<file path="config.mk">
export PLATFORM = sky130hd
export DESIGN_NAME = rks_front
export DESIGN_NICKNAME = d
export VERILOG_FILES = /design/src/hw/rtl/rks_pkg.sv /design/src/hw/rtl/rks_front.sv
export VERILOG_INCLUDE_DIRS = /design/src /design/src/hw/rtl
export SDC_FILE = /design/constraint.sdc
export NUM_CORES = 1
export LEC_CHECK = 0
export BUFFER_PORTS_ARGS = -buffer_cell sky130_fd_sc_hd__buf_2
export CAP_MARGIN = 15
export CELL_PAD_IN_SITES_DETAIL_PLACEMENT = 0
export CELL_PAD_IN_SITES_GLOBAL_PLACEMENT = 1
export CORE_ASPECT_RATIO = 1.75
export CORE_UTILIZATION = 46
export CTS_CLUSTER_SIZE = 14
export DETAILED_ROUTE_END_ITERATION = 7
export GPL_TIMING_DRIVEN = 1
export PLACE_DENSITY = 0.77
export SETUP_SLACK_MARGIN = 0.02
export SLEW_MARGIN = 30
export SYNTH_ARGS = -nofsm -noshare
export SYNTH_HDL_FRONTEND = slang
export SYNTH_SLANG_ARGS = --single-unit
</file>
<file path="constraint.sdc">
create_clock -name aclk -period 4 [get_ports aclk]
set_input_delay 0.6 -clock aclk [delete_from_list [all_inputs] [get_ports aclk]]
set_output_delay 0.6 -clock aclk [all_outputs]
set_load 0.01 [all_outputs]
</file>
<file path="src/hw/rtl/range_kth_smallest_select_defines.svh">
// assertion macros for the range k-th smallest select block
`ifndef RANGE_KTH_SMALLEST_SELECT_DEFINES_SVH
`define RANGE_KTH_SMALLEST_SELECT_DEFINES_SVH

// implication checked on every clock edge outside reset
`define RKS_ASSERT_IMP(label, clk, rstn, ante, cons) \
    label: assert property (@(posedge clk) disable iff (!rstn) (ante) |-> (cons)) \
        else $error("assertion failed");

// implication whose consequent is checked in the next cycle
`define RKS_ASSERT_NXT(label, clk, rstn, ante, cons) \
    label: assert property (@(posedge clk) disable iff (!rstn) (ante) |=> (cons)) \
        else $error("assertion failed");

`endif

</file>
<file path="src/hw/rtl/rks_pkg.sv">
// shared constants for the range k-th smallest select block
`default_nettype none
package rks_pkg;
    localparam logic CMD_APPEND = 1'b0;
    localparam logic CMD_QUERY  = 1'b1;

    localparam logic [1:0] ST_OK       = 2'd0;
    localparam logic [1:0] ST_FULL     = 2'd1;
    localparam logic [1:0] ST_BAD_RNG  = 2'd2;
    localparam logic [1:0] ST_BAD_RANK = 2'd3;
endpackage
`default_nettype wire

</file>
<file path="src/hw/rtl/rks_front.sv">
// front end: accepts items, checks them against the sequence length, range and rank, clamps values, queues them
`default_nettype none
module rks_front
    import rks_pkg::*;
#(
    parameter int MAX_LEN     = 1024,
    parameter int VALUE_COUNT = 1024,
    parameter int LW          = 11,
    parameter int VW          = 10
) (
    input  wire logic          aclk,
    input  wire logic          aresetn,
    input  wire logic          s_valid,
    output logic               s_ready,
    input  wire logic          s_command,
    input  wire logic [9:0]    s_value,
    input  wire logic [10:0]   s_range_start,
    input  wire logic [10:0]   s_range_end,
    input  wire logic [10:0]   s_k_rank,
    // queue output toward the back end
    output logic               q_valid,
    input  wire logic          q_ready,
    output logic [1:0]         q_status,
    output logic               q_append,
    output logic [VW-1:0]      q_value,
    output logic [LW-1:0]      q_rs,
    output logic [LW-1:0]      q_re,
    output logic [LW-1:0]      q_k
);
    localparam int QD = 2;

    // sequence length as seen by accepted appends
    logic [LW-1:0] len_reg, len_next;
    logic [1:0]    cnt_reg;
    logic          wp_reg, rp_reg;

    logic [1:0]    st_mem [QD];
    logic          ap_mem [QD];
    logic [VW-1:0] va_mem [QD];
    logic [LW-1:0] rs_mem [QD];
    logic [LW-1:0] re_mem [QD];
    logic [LW-1:0] k_mem  [QD];

    logic [1:0]    cls;
    logic          do_app;
    logic [VW-1:0] vsat;
    logic [11:0]   rlen;
    logic          push, pop;

    assign s_ready = (cnt_reg != 2'd2);
    assign push    = s_valid && s_ready;
    assign q_valid = (cnt_reg != 2'd0);
    assign pop     = q_valid && q_ready;

    always_comb begin
        rlen   = {1'b0, s_range_end} - {1'b0, s_range_start} + 12'd1;
        do_app = 1'b0;
        cls    = ST_OK;
        if (s_command == CMD_APPEND) begin
            if ({1'b0, len_reg} >= (LW+1)'(MAX_LEN)) begin
                cls = ST_FULL;
            end else begin
                do_app = 1'b1;
            end
        end else begin
            if (s_range_start == '0 || s_range_end > len_reg
                    || s_range_start > s_range_end) begin
                cls = ST_BAD_RNG;
            end else if (s_k_rank == '0 || {1'b0, s_k_rank} > rlen) begin
                cls = ST_BAD_RANK;
            end
        end
        if ({22'd0, s_value} >= 32'(VALUE_COUNT)) begin
            vsat = VW'(VALUE_COUNT - 1);
        end else begin
            vsat = s_value[VW-1:0];
        end
        len_next = len_reg + LW'(push && do_app);
    end

    always_ff @(posedge aclk) begin
        if (!aresetn) begin
            len_reg <= '0;
            cnt_reg <= '0;
            wp_reg  <= 1'b0;
            rp_reg  <= 1'b0;
        end else begin
            len_reg <= len_next;
            cnt_reg <= cnt_reg + 2'(push) - 2'(pop);
            if (push) wp_reg <= ~wp_reg;
            if (pop) rp_reg <= ~rp_reg;
        end
    end

    always_ff @(posedge aclk) begin
        if (push) begin
            st_mem[wp_reg] <= cls;
            ap_mem[wp_reg] <= do_app;
            va_mem[wp_reg] <= vsat;
            rs_mem[wp_reg] <= s_range_start[LW-1:0];
            re_mem[wp_reg] <= s_range_end[LW-1:0];
            k_mem[wp_reg]  <= s_k_rank[LW-1:0];
        end
    end

    assign q_status = st_mem[rp_reg];
    assign q_append = ap_mem[rp_reg];
    assign q_value  = va_mem[rp_reg];
    assign q_rs     = rs_mem[rp_reg];
    assign q_re     = re_mem[rp_reg];
    assign q_k      = k_mem[rp_reg];

    `include "range_kth_smallest_select_defines.svh"
    `RKS_ASSERT_IMP(a_cnt_bound, aclk, aresetn, 1'b1, cnt_reg <= 2'd2)
    `RKS_ASSERT_NXT(a_len_hold, aclk, aresetn, !(push && do_app), len_reg == $past(len_reg))
    `RKS_ASSERT_IMP(a_len_max, aclk, aresetn, 1'b1, {1'b0, len_reg} <= (LW+1)'(MAX_LEN))
endmodule
`default_nettype wire

</file>
### Word-level counts from Yosys, hierarchy flattened

Memories as Yosys holds them, arrays and structs flattened. A register that Yosys moved wholly into a read port is not among the register bits.
Cells that the tools add are included.

| word-level totals | value |
|---|---|
| register bits | 15 |
| bits in latches | 0 |
| memory bits (writable) | 92 |
| ROM bits | 0 |
| input bits | 48 |
| output and inout bits | 48 |
| word-level logic and storage cells | 51 |
| memories | 6 |

Memory list:

| memory | depth | width | read ports | clocked after Yosys merged registers in | wr ports | RTL line | source |
|---|---|---|---|---|---|---|---|
| k_mem | 2 | 11 | 1 | 1 | 1 | rks_front.sv:42 | `logic [LW-1:0] k_mem [QD];` |
| re_mem | 2 | 11 | 1 | 1 | 1 | rks_front.sv:41 | `logic [LW-1:0] re_mem [QD];` |
| rs_mem | 2 | 11 | 1 | 1 | 1 | rks_front.sv:40 | `logic [LW-1:0] rs_mem [QD];` |
| va_mem | 2 | 10 | 1 | 1 | 1 | rks_front.sv:39 | `logic [VW-1:0] va_mem [QD];` |
| st_mem | 2 | 2 | 1 | 1 | 1 | rks_front.sv:37 | `logic [1:0] st_mem [QD];` |
| ap_mem | 2 | 1 | 1 | 1 | 1 | rks_front.sv:38 | `logic ap_mem [QD];` |

| operators by class | value |
|---|---|
| add/sub/neg operators | 5 |
| multiply operators | 0 |
| div/mod/pow operators | 0 |
| magnitude comparators | 4 |
| eq/ne operators | 1 |
| shift-type cells | 0 |
| mux-type cells | 20 |
| bitwise logic cells | 2 |
| reductions and logical operators | 9 |

Operator list:

| kind | count |
|---|---|
| 11-bit greater-than comparator | 2 |
| 11-bit logical NOT | 2 |
| 1-bit 2-to-1 mux | 17 |
| 12-bit by 1-bit adder with 12-bit output (second input constant) | 1 |
| 11-bit by 12-bit greater-than comparator with 1-bit output | 1 |
| 11-bit by 11-bit subtractor with 12-bit output | 1 |
| 11-bit by 1-bit adder with 11-bit output | 1 |
| 11-bit greater-or-equal comparator (second input constant) | 1 |
| 2-bit 2-to-1 mux | 3 |
| 1-bit logical AND | 3 |
| 1-bit logical OR | 3 |
| 2-bit by 1-bit adder with 2-bit output | 1 |
| 2-bit != test (second input constant) | 1 |
| 1-bit NOT | 2 |
| 2-bit nonzero test | 1 |
| 2-bit by 1-bit subtractor with 2-bit output | 1 |

### Longest topological paths before layout

Gate-level depths: netlist (run 1).

| depth | value |
|---|---|
| depth in word-level cells | 7 |
| mapped depth | 16 |
| gate-level depth less buffers | 16 |

### Worst setup path after synthesis (run 1)

OpenSTA, ideal clock, no wires.

| path | value |
|---|---|
| path kind | input port to flip-flop |
| start | input s_range_start[4] |
| end | memory st_mem[0][1] (data pin) |
| arrival time | 3.287 ns |
| data required time | 3.715 ns |
| slack | 0.428 ns |
| stages on the path | 15 |
| buffers on the path | 0 |
| cells stage by stage | inv_1 -> ha_1 -> ha_1 -> a21o_1 -> a21oi_1 -> nand2_1 -> a21oi_1 -> o21ai_0 -> xnor2_1 -> ha_1 -> and4_1 -> o21ai_0 -> a21oi_1 -> o311ai_1 -> a41oi_2 |

| between the ends | value |
|---|---|
| word-level cells in the longest chain between the ends | 7 |
| elaborated cells between the ends (all ways) | 11 |
| those cells by class | add/sub (2); order compare (2); mux (3); reduce/logical (4) |

Ends and longest elaborated chain:

| element | RTL line | source |
|---|---|---|
| from (decl) | rks_front.sv:17 | `input wire logic [10:0] s_range_start,` |
| 11-bit by 11-bit subtractor with 12-bit output | rks_front.sv:56 | `rlen = {1'b0, s_range_end} - {1'b0, s_range_start} + 12'd1;` |
| 12-bit by 1-bit adder with 12-bit output | rks_front.sv:56 |  |
| 11-bit by 12-bit greater-than comparator with 1-bit output | rks_front.sv:69 | `end else if (s_k_rank == '0 \|\| {1'b0, s_k_rank} > rlen) begin` |
| 1-bit logical OR | rks_front.sv:69 |  |
| 2-bit 2-to-1 mux | rks_front.sv:69 |  |
| 2-bit 2-to-1 mux * | rks_front.sv:66 | `if (s_range_start == '0 \|\| s_range_end > len_reg` |
| 2-bit 2-to-1 mux * | rks_front.sv:59 | `if (s_command == CMD_APPEND) begin` |
| named net cls[1] | rks_front.sv:44 | `logic [1:0] cls;` |
| to (decl) | rks_front.sv:37 |  |

The timed path passes the listed nets; every way through them passes the cells marked *.

### Worst setup path after layout (run 1)

| path | value |
|---|---|
| start | input s_range_end[1] |
| end | memory st_mem[1][0] (data pin) |

| between the ends | value |
|---|---|
| word-level cells in the longest chain between the ends | 7 |
| elaborated cells between the ends (all ways) | 11 |
| those cells by class | add/sub (2); order compare (3); mux (3); reduce/logical (3) |

Ends and longest elaborated chain:

| element | RTL line | source |
|---|---|---|
| from (decl) | rks_front.sv:18 | `input wire logic [10:0] s_range_end,` |
| 11-bit by 11-bit subtractor with 12-bit output | rks_front.sv:56 |  |
| 12-bit by 1-bit adder with 12-bit output | rks_front.sv:56 |  |
| 11-bit by 12-bit greater-than comparator with 1-bit output | rks_front.sv:69 |  |
| 1-bit logical OR | rks_front.sv:69 |  |
| 2-bit 2-to-1 mux | rks_front.sv:69 |  |
| 2-bit 2-to-1 mux * | rks_front.sv:66 |  |
| 2-bit 2-to-1 mux * | rks_front.sv:59 |  |
| named net cls[0] | rks_front.sv:44 |  |

Marks and branches as above.

==> results of run 1 <==
==> cell families after synthesis <==
group	count (synthesis)
fa+ha+maj	58
simple gates	87
xor+xnor	22
flops	108
compound gates	60
buf+inv	46
mux	47
==> layout by cell type, fill, tap and decap left out, types with 2 or more instances in the layout <==
master	synthesis	routed
mux2_2	46	46
xor2_1	7	7
dfxtp_1	16	15
o21a_1	3	3
o31ai_1	2	2
nand2b_1	3	3
or2_2	2	2
clkbuf_16	0	9
xnor2_1	15	15
and2_1	13	13
a31oi_1	2	2
edfxtp_1	92	92
and3_1	3	2
ha_1	58	58
nand4_1	4	4
o21ai_0	14	14
nor3_1	7	7
buf_4	0	18
a21o_1	3	3
a21boi_0	2	2
a211o_1	2	2
nor2_1	13	12
or3_1	2	2
buf_2	0	95
nor4_1	7	7
nand3_1	11	11
a21oi_1	18	18
nand2_1	15	15
inv_8	0	3
inv_1	40	40
nor2b_1	3	3
==> per-stage QoR <==
| step | utilization | cells | total power (uW) | area (um^2) |
|---|---|---|---|---|
| after detailed placement | 0.534 | 672 | 2380 | 6370 |
| after global placement | 0.533 | 672 | 2360 | 6360 |
| after CTS | 0.560 | 688 | 3300 | 6690 |
| after global routing | 0.560 | 688 | 3430 | 6690 |
| after floorplan | - | 428 | 2040 | 5600 |
| final | 0.560 | 688 | 3270 | 6690 |
==> area by class of cell <==
type                    count  area, um^2  area share
multi-input cells         274        2350       0.352
well taps                 137         171      0.0256
inverters                  40         150      0.0225
flip-flops and latches    108        3090       0.462
repair buffers            113         611      0.0913
clock buffers               9         225      0.0337
clock inverters             7        88.8      0.0133
==> power breakdown <==
part / internal [uW] / total, uW / leakage, uW / switching, uW
registers: 1370 / 1470 / 0.000991 / 90.7
logic: 428 / 869 / 0.00160 / 442
clock network: 502 / 933 / 0.000152 / 431
total: 2300 / 3270 / 0.00274 / 963
==> routing by layer <==
metal  global-route usage  wire length, um  vias to the layer above
met5                    0                0                        -
met4               0.0975              342                        0
met3               0.0307              277                       19
met2                0.388             6950                       62
met1                0.178             4170                     1789
li1                     -                -                     1806
==> critical path: stages <==
cell and delay (ns):
buf_2 0.13, inv_1 0.07, ha_1 0.30, inv_1 0.05, ha_1 0.20, ha_1 0.19
o2111ai_1 0.24, nand2_1 0.10, a21oi_1 0.22, o21ai_0 0.14, xnor2_1 0.14, ha_1 0.29
and4_1 0.24, a2111oi_4 0.31, o311ai_1 0.15, buf_4 0.16, o21ai_0 0.22
==> worst paths after layout <==
kind | startpoint | end | slack, ns | depth (start not counted)
worst min register to register | len_reg[7] | len_reg[7] | 0.51 | 2
worst max-delay path | s_range_end[1] | st_mem[1][0] | 0.40 | 17
worst min-delay path | s_value[7] | va_mem[0][7] | 0.43 | 1
worst max register to register | cnt_reg[0] | len_reg[10] | 1.75 | 9
==> metrics.csv, run 1 <==
metric,value,unit
status,"finished, final reports clean",
Top Ports,96,
1st-iter DRT viols,152,
Leak,0.00274,uW
layout cell share with drive strength beyond 1,0.343,
RSZ-0062 raised after global routing,no,
Compound-Gate Fraction of Synth Area,0.0763,
die footprint,12600,um^2
register area share after synthesis,0.551,
WP data required,4.17,ns
Final period util,0.901,
most numerous cell in the Yosys netlist,edfxtp_1,
clk_lat worst skew,0.36,ns
nets@finish,652,
routed vias,3676,
Routed WL,11700,um
mux contribution to synthesized area,0.0953,
worst min-delay path class,input pin to flip-flop,
number of flops mapped to enable cells by yosys,92,
Mapped Area,5600,um^2
Setup Crit Path Kind,input pin to flip-flop,
CTS buffer count,9,
setup slack after layout,0.397,ns
H-tree depth,3,
post_cts resized,0,
postcts setup bufs,0,
"area leader, netlist",edfxtp_1,
first-pass GRT wire length,18100,um
Antenna Nets Post-Route,0,
Critical Path Source Type,input pin,
DRT Pass-1 Iters,4,
total gr overflow,0,
# setup viols final,0,
Die X,85.4,um
synth unique cells,47,
CP Data Arrival Time,3.77,ns
Synth Area per Inst,13.1,um^2
Post-Synthesis Cells,428,
syn nets,534,
total core area,11900,um^2
# diodes,0,
Largest regs,"k_mem (22), re_mem (22), rs_mem (22)",
antenna violations before repair,0,
Synth Area in XOR/XNOR,0.0344,
Rel. slew slack,0.451,
adder-cell share of the synthesized area,0.130,
largest cells by area after synthesis,"edfxtp_1 49%, ha_1 13%, mux2_2 9.3%, dfxtp_1 5.7%, inv_1 2.7%",
worst-path maximum fanout,4,
Max VDD drop,0.413,mV
Tightest Pin Transition,0.822,ns
Area growth syn-to-layout,19.5,%
Fin. Hold Viols,0,
endpoint type of the worst setup path,flip-flop,
clk_skew,0.0122,ns
vias per cell,5.34,
DP Wirelength,9020,um
DR WL/cell,17.1,um
number of global-route vias before repair,3768,
MaxCap Viol Count,0,
port bufs,95,
CTS Hold Bufs,0,
DRC violations left,0,
final slew viol count,0,
clock root cell,clkbuf_16,
f_max,278,MHz
Final TNS setup,0,ns
CTS tree,built,
GPL Wtd Cong,0.800,
worst hold margin,0.431,ns
post-place setup slack,0.00734,ns
die height,148,um
global-route usage over all layers,0.192,
Async SR Flop Fraction,0,
#FFs+latches synth,108,
pwr/cell area,489,nW/um^2
largest family of logic cells by synthesized area,adder cells,
Final min period,3.60,ns
largest net degree at the start of global routing,47,
Max Root-Sink Buffers,2,
top cell type's share of synthesized area,0.494,
synth cell count leaders,"92 x edfxtp_1, 58 x ha_1, 46 x mux2_2, 40 x inv_1, 18 x a21oi_1",
Fill cells,1042,
initial core utilization,0.469,
CTS Sinks,108,
simple logic cell fraction of the synthesized area,0.0825,
ys flop type,edfxtp_1,
Yosys Warn Count,0,
Clock transition at path regs,0.08,ns
Cell Rows,53,
(Power assumes the default switching activity.)
==> inputs of run 2 (changes only) <==
--- a/config.mk
+++ b/config.mk
@@ -8,14 +8,12 @@
 export LEC_CHECK = 0
 export BUFFER_PORTS_ARGS = -buffer_cell sky130_fd_sc_hd__buf_2
 export CAP_MARGIN = 15
-export CELL_PAD_IN_SITES_DETAIL_PLACEMENT = 0
-export CELL_PAD_IN_SITES_GLOBAL_PLACEMENT = 1
 export CORE_ASPECT_RATIO = 1.75
-export CORE_UTILIZATION = 46
+export CORE_UTILIZATION = 32
 export CTS_CLUSTER_SIZE = 14
 export DETAILED_ROUTE_END_ITERATION = 7
 export GPL_TIMING_DRIVEN = 1
-export PLACE_DENSITY = 0.77
+export PLACE_DENSITY = 0.46
 export SETUP_SLACK_MARGIN = 0.02
 export SLEW_MARGIN = 30
 export SYNTH_ARGS = -nofsm -noshare
==> run 2 against run 1 <==
Against the previous run: die area up 43%; largest cell class unchanged; non-clock buffer count up 5; worst hold slack better by 0.0034 ns; largest power group unchanged; wire length up 15%.
==> metrics.csv, run 2 (synthesis gave the netlist of run 1 again) <==
metric,value,unit,change
"most common cell after layout, fill and taps aside",buf_2,,
CTS Sinks,108,,unchanged
Cell Rows,63,,+19%
Leak,0.00275,uW,+0.40%
Routed WL,13500,um,+15%
routed vias,3680,,+0.11%
post-place setup slack,-0.0463,ns,-0.0537 ns
Max VDD drop,0.251,mV,-39%
GPL Wtd Cong,0.845,,+5.7%
P_sw,969,uW,+0.54%
postcts setup bufs,0,,unchanged
clock group share of total power,0.265,,-0.021
clk_skew,0.00891,ns,-0.00329 ns
RSZ-0062 raised after global routing,no,,
CTS tree,built,,
status,"finished, final reports clean",,
worst hold margin,0.435,ns,+0.00343 ns
pwr/cell area,472,nW/um^2,-3.3%
Fin. Hold Viols,0,,unchanged
DRT Pass-1 Iters,7,,+3
initial core utilization,0.329,,-0.140
Final min period,3.71,ns,+0.105 ns
Seq pwr share,0.449,,about the same
DRC violations left,0,,unchanged
post_cts resized,0,,unchanged
Clock transition at path regs,0.08,ns,about the same
CTS buffer count,9,,unchanged
DR WL/cell,17.2,um,+0.95%
final slew viol count,0,,unchanged
die footprint,18000,um^2,+43%
# diodes,0,,unchanged
H-tree depth,3,,unchanged
f_max,270,MHz,-2.8%
global-route usage over all layers,0.158,,-0.0344
Final period util,0.927,,+0.0262
CTS Hold Bufs,0,,unchanged
CP Data Arrival Time,3.77,ns,about the same
nets@finish,657,,+0.77%
worst min-delay path class,input pin to flip-flop,,
number of global-route vias before repair,3926,,+4.2%
Switching Fraction,0.302,,+0.00683
layout cell share with drive strength beyond 1,0.348,,+0.00474
Rel. slew slack,0.379,,-0.0714
Setup Crit Path Kind,input pin to flip-flop,,
first-pass GRT wire length,20600,um,+14%
vias per cell,4.71,,-12%
worst-path maximum fanout,4,,unchanged
antenna violations before repair,0,,unchanged
WP data required,4.06,ns,-0.11 ns
Die X,102,um,+19%
largest net degree at the start of global routing,35,,-26%
Area growth syn-to-layout,21.5,%,
Critical Path Source Type,input pin,,
MaxCap Viol Count,0,,unchanged
DP Wirelength,10500,um,+16%
endpoint type of the worst setup path,flip-flop,,
port bufs,95,,unchanged
Tightest Pin Transition,0.931,ns,+0.109 ns
Final TNS setup,0,ns,unchanged
Antenna Nets Post-Route,0,,unchanged
total core area,17000,um^2,+43%
most frequent cells in the layout,"95 x buf_2, 92 x edfxtp_1, 58 x ha_1",,
# setup viols final,0,,unchanged
Int Power,2240,uW,-2.7%
DP Area,6520,um^2,+2.3%
clk_lat worst skew,0.34,ns,-0.02 ns
Top Ports,96,,unchanged
Max Root-Sink Buffers,2,,unchanged
die height,177,um,+20%
clock root cell,clkbuf_16,,
Final Cell Area,6800,um^2,+1.7%
Largest regs,"k_mem (22), re_mem (22), rs_mem (22)",,
1st-iter DRT viols,120,,-21%
Comb power frac,0.287,,+0.021
setup slack after layout,0.292,ns,-0.105 ns
total gr overflow,0,,unchanged
## run 2: cell types whose count changed in the layout (fill, tap and decap cells not counted)
cell,change
and3_2,+1
buf_4,+5
bufinv_16,-1
dfxtp_4,-1
inv_8,-1
dfxtp_2,+1
clkinv_4,+1
and3_4,-1
## run 2: layout make-up
type                       instances  area, um^2
clock inverter                     6        56.3
inverter                          40         150
tap                              227         284
multi-input combinational        274        2350
clock buffer                       9         225
fill                            1747       10200
timing repair buffer             118         648
sequential                       108        3080
## run 2: critical path, cell delays in order
cell	delay, ns
buf_2	0.11
inv_1	0.05
ha_1	0.36
ha_1	0.33
a21o_1	0.17
a21oi_1	0.25
nand2_1	0.09
a21oi_1	0.22
o21ai_0	0.15
xnor2_1	0.14
ha_1	0.28
and4_1	0.24
o21ai_0	0.10
a21oi_1	0.06
o311ai_1	0.33
buf_4	0.18
a41oi_2	0.11
## run 2: path summary, 6_finish.rpt
path                    start      endpoint  slack [ns]  cells after the start
min                s_value[8]  va_mem[1][8]        0.43                      1
max reg2reg        len_reg[2]  st_mem[1][0]        1.85                      8
max          s_range_start[4]  st_mem[0][1]        0.29                     17
min reg2reg        len_reg[7]    len_reg[7]        0.50                      2
## run 2: power by group through the flow
stage	clock network, uW	logic [uW]	registers [uW]
after detailed placement	0	939	1470
after CTS	883	947	1450
final	850	921	1440
after global placement	0	938	1470
after floorplan	0	612	1430
after global routing	919	1030	1460
## run 2: metal layers
metal | share of wire | track usage | wire (um) | vias up
li1 | - | - | - | 1820
met1 | 0.37 | 0.157 | 5020 | 1761
met2 | 0.57 | 0.310 | 7670 | 82
met3 | 0.031 | 0.0257 | 416 | 17
met4 | 0.028 | 0.0667 | 371 | 0
met5 | 0 | 0 | 0 | -
## run 2: per-stage QoR
step / total power (uW) / std cells / util
final: 3210 / 782 / 0.399
after global routing: 3400 / 782 / 0.399
after CTS: 3280 / 782 / 0.399
after detailed placement: 2410 / 767 / 0.383
after global placement: 2400 / 767 / 0.383
after floorplan: 2040 / 428 / -
==> inputs of run 3 (changes only) <==
--- a/config.mk
+++ b/config.mk
@@ -8,12 +8,14 @@
 export LEC_CHECK = 0
 export BUFFER_PORTS_ARGS = -buffer_cell sky130_fd_sc_hd__buf_2
 export CAP_MARGIN = 15
+export CELL_PAD_IN_SITES_DETAIL_PLACEMENT = 0
+export CELL_PAD_IN_SITES_GLOBAL_PLACEMENT = 1
 export CORE_ASPECT_RATIO = 1.75
 export CORE_UTILIZATION = 32
 export CTS_CLUSTER_SIZE = 14
 export DETAILED_ROUTE_END_ITERATION = 7
 export GPL_TIMING_DRIVEN = 1
-export PLACE_DENSITY = 0.46
+export PLACE_DENSITY = 0.56
 export SETUP_SLACK_MARGIN = 0.02
 export SLEW_MARGIN = 30
 export SYNTH_ARGS = -nofsm -noshare
==> run 3 against run 2 <==
Against the previous run: critical endpoint is now st_mem[1][1]; wire length down 1.7%; die area unchanged; clock power up 2%; flip-flop and latch count unchanged; largest cell class unchanged; clock skew up 0.0039 ns; non-clock buffer count up 2; global-route usage down 0.52 points; critical path depth unchanged; fmax down 1.6%; first-iteration DRC count up 3.3%.
==> metrics.csv, run 3 (synthesis gave the netlist of run 1 again) <==
metric,value,unit,change
status,"finished, final reports clean",,
Die X,102,um,unchanged
reg2reg end,st_mem[0][0],,
WP data required,4.06,ns,about the same
Largest regs,"k_mem (22), re_mem (22), rs_mem (22)",,
Max Root-Sink Buffers,2,,unchanged
post_cts resized,0,,unchanged
pwr/cell area,473,nW/um^2,about the same
final slew viol count,0,,unchanged
"most common cell after layout, fill and taps aside",buf_2,,
port bufs,95,,unchanged
most frequent cells in the layout,"95 x buf_2, 92 x edfxtp_1, 58 x ha_1",,
crit path launch,s_range_start[4],,
routed vias,3706,,+0.71%
Final period util,0.942,,+0.0152
CTS Hold Bufs,0,,unchanged
total gr overflow,0,,unchanged
post-layout power,3220,uW,+0.32%
vias per cell,4.72,,+0.32%
clk_lat worst skew,0.35,ns,about the same
initial core utilization,0.329,,unchanged
global-route usage over all layers,0.152,,-0.00524
GPL Wtd Cong,0.771,,-8.8%
Fin. Hold Viols,0,,unchanged
# setup viols final,0,,unchanged
DP Area,6530,um^2,+0.23%
"reg-to-reg slack, setup",1.73,ns,-0.12 ns
antenna violations before repair,0,,unchanged
Cell Rows,63,,unchanged
1st-iter DRT viols,124,,+3.3%
Final min period,3.77,ns,+0.0607 ns
worst min-delay path class,input pin to flip-flop,,
CTS buffer count,9,,unchanged
Worst Setup EP,st_mem[1][1],,
Crit path depth,17,,unchanged
Leak,0.00277,uW,+0.56%
MaxCap Viol Count,0,,unchanged
worst-path maximum fanout,4,,unchanged
clock root cell,clkbuf_16,,
crit-path cells,"buf_2, inv_1, ha_1, ha_1, a21o_1, a21oi_1, nand2_1, a21oi_1, o21ai_0, xnor2_1, ha_1, and4_1, o21ai_0, a21oi_1, o311ai_1, buf_4, a41oi_2",,
DRC violations left,0,,unchanged
Crit-path slowest cell,ha_1,,
clk_skew,0.0128,ns,+0.00388 ns
Critical Path Source Type,input pin,,
Tightest Pin Transition,0.934,ns,+0.00288 ns
f_max,265,MHz,-1.6%
Area growth syn-to-layout,21.8,%,
largest net degree at the start of global routing,35,,unchanged
setup slack after layout,0.231,ns,-0.0607 ns
# diodes,0,,unchanged
Fill cells,1701,,-2.6%
CTS Sinks,108,,unchanged
nets@finish,659,,+0.30%
Top Ports,96,,unchanged
post-place setup slack,-0.0836,ns,-0.0373 ns
Setup Crit Path Kind,input pin to flip-flop,,
die footprint,18000,um^2,unchanged
layout cell share with drive strength beyond 1,0.349,,+0.00171
FF-to-FF path depth,8,,unchanged
RSZ-0062 raised after global routing,no,,
Rel. slew slack,0.377,,-0.00192
total core area,17000,um^2,unchanged
endpoint type of the worst setup path,flip-flop,,
Antenna Nets Post-Route,0,,unchanged
H-tree depth,3,,unchanged
DRT Pass-1 Iters,4,,-3
DP Wirelength,10200,um,-2.1%
Final Cell Area,6810,um^2,+0.24%
number of global-route vias before repair,3857,,-1.8%
die height,177,um,unchanged
CTS tree,built,,
postcts setup bufs,0,,unchanged
"Buf+Inv Stages, Crit Path",3,,unchanged
CP Data Arrival Time,3.83,ns,+0.06 ns
slowest cell delay on critical path,0.36,ns,about the same
DR WL/cell,16.9,um,-2.0%
Routed WL,13200,um,-1.7%
Max VDD drop,0.224,mV,-11%
Clock transition at path regs,0.08,ns,about the same
CP top delay family,compound AO/OA/AOI/OAI gates,,
Final TNS setup,0,ns,unchanged
worst r2r src,len_reg[2],,
first-pass GRT wire length,20200,um,-2.1%
## run 3: cell count changes in the layout (fill, tap and decap cells not counted)
cell        before  now
buf_4           23   25
clkinv_1         0    1
clkinv_2         0    1
clkinvlp_4       1    0
## run 3: how the worst min path moves through the flow
stage | cells past startpoint | end | slack (ns) | start
after floorplan | 2 | len_reg[7] | 0.46 | len_reg[7]
after global placement | 2 | len_reg[7] | 0.47 | len_reg[7]
after detailed placement | 2 | len_reg[7] | 0.48 | len_reg[7]
after CTS | 1 | va_mem[1][5] | 0.42 | s_value[5]
after global routing | 1 | va_mem[1][5] | 0.42 | s_value[5]
final | 1 | va_mem[0][4] | 0.44 | s_value[4]
## run 3: layout make-up
cell class / count / area [um^2] / share of cell area
Sequential cell: 108 / 3080 / 0.453
Clock inverter: 7 / 57.6 / 0.00845
Clock buffer: 9 / 225 / 0.0331
Tap cell: 227 / 284 / 0.0417
Multi-Input combinational cell: 274 / 2350 / 0.345
Inverter: 40 / 150 / 0.0220
Timing Repair Buffer: 120 / 663 / 0.0973
## run 3: per-stage QoR
| step | instances | utilization | hold slack, ns |
|---|---|---|---|
| 6_report | 785 | 0.400 | 0.436 |
| 3_3_place_gp | 769 | 0.384 | 0.474 |
| 5_1_grt | 785 | 0.400 | 0.420 |
| 4_1_cts | 785 | 0.400 | 0.421 |
| 2_1_floorplan | 428 | - | 0.464 |
| 3_5_place_dp | 769 | 0.384 | 0.484 |
## run 3: routing by layer
layer  track usage  routed length (um)  vias up
li1              -                   -     1828
met2         0.301                7610       62
met3        0.0237                 311       14
met4        0.0506                 224        0
met1         0.157                5100     1802
met5             0                   0        -
## run 3: report_power, final
group	switching (uW)	total [uW]	internal [uW]
logic	479	916	437
registers	68.9	1440	1370
clock network	430	863	433
## run 3: worst reg2reg max path, stage by stage (launching register included)
cell	delay, ns
dfxtp_1	0.48
inv_1	0.08
ha_1	0.32
nand4_1	0.14
nor2_1	0.07
a211o_1	0.26
o211a_1	0.29
a41oi_1	0.23
o21ai_0	0.14
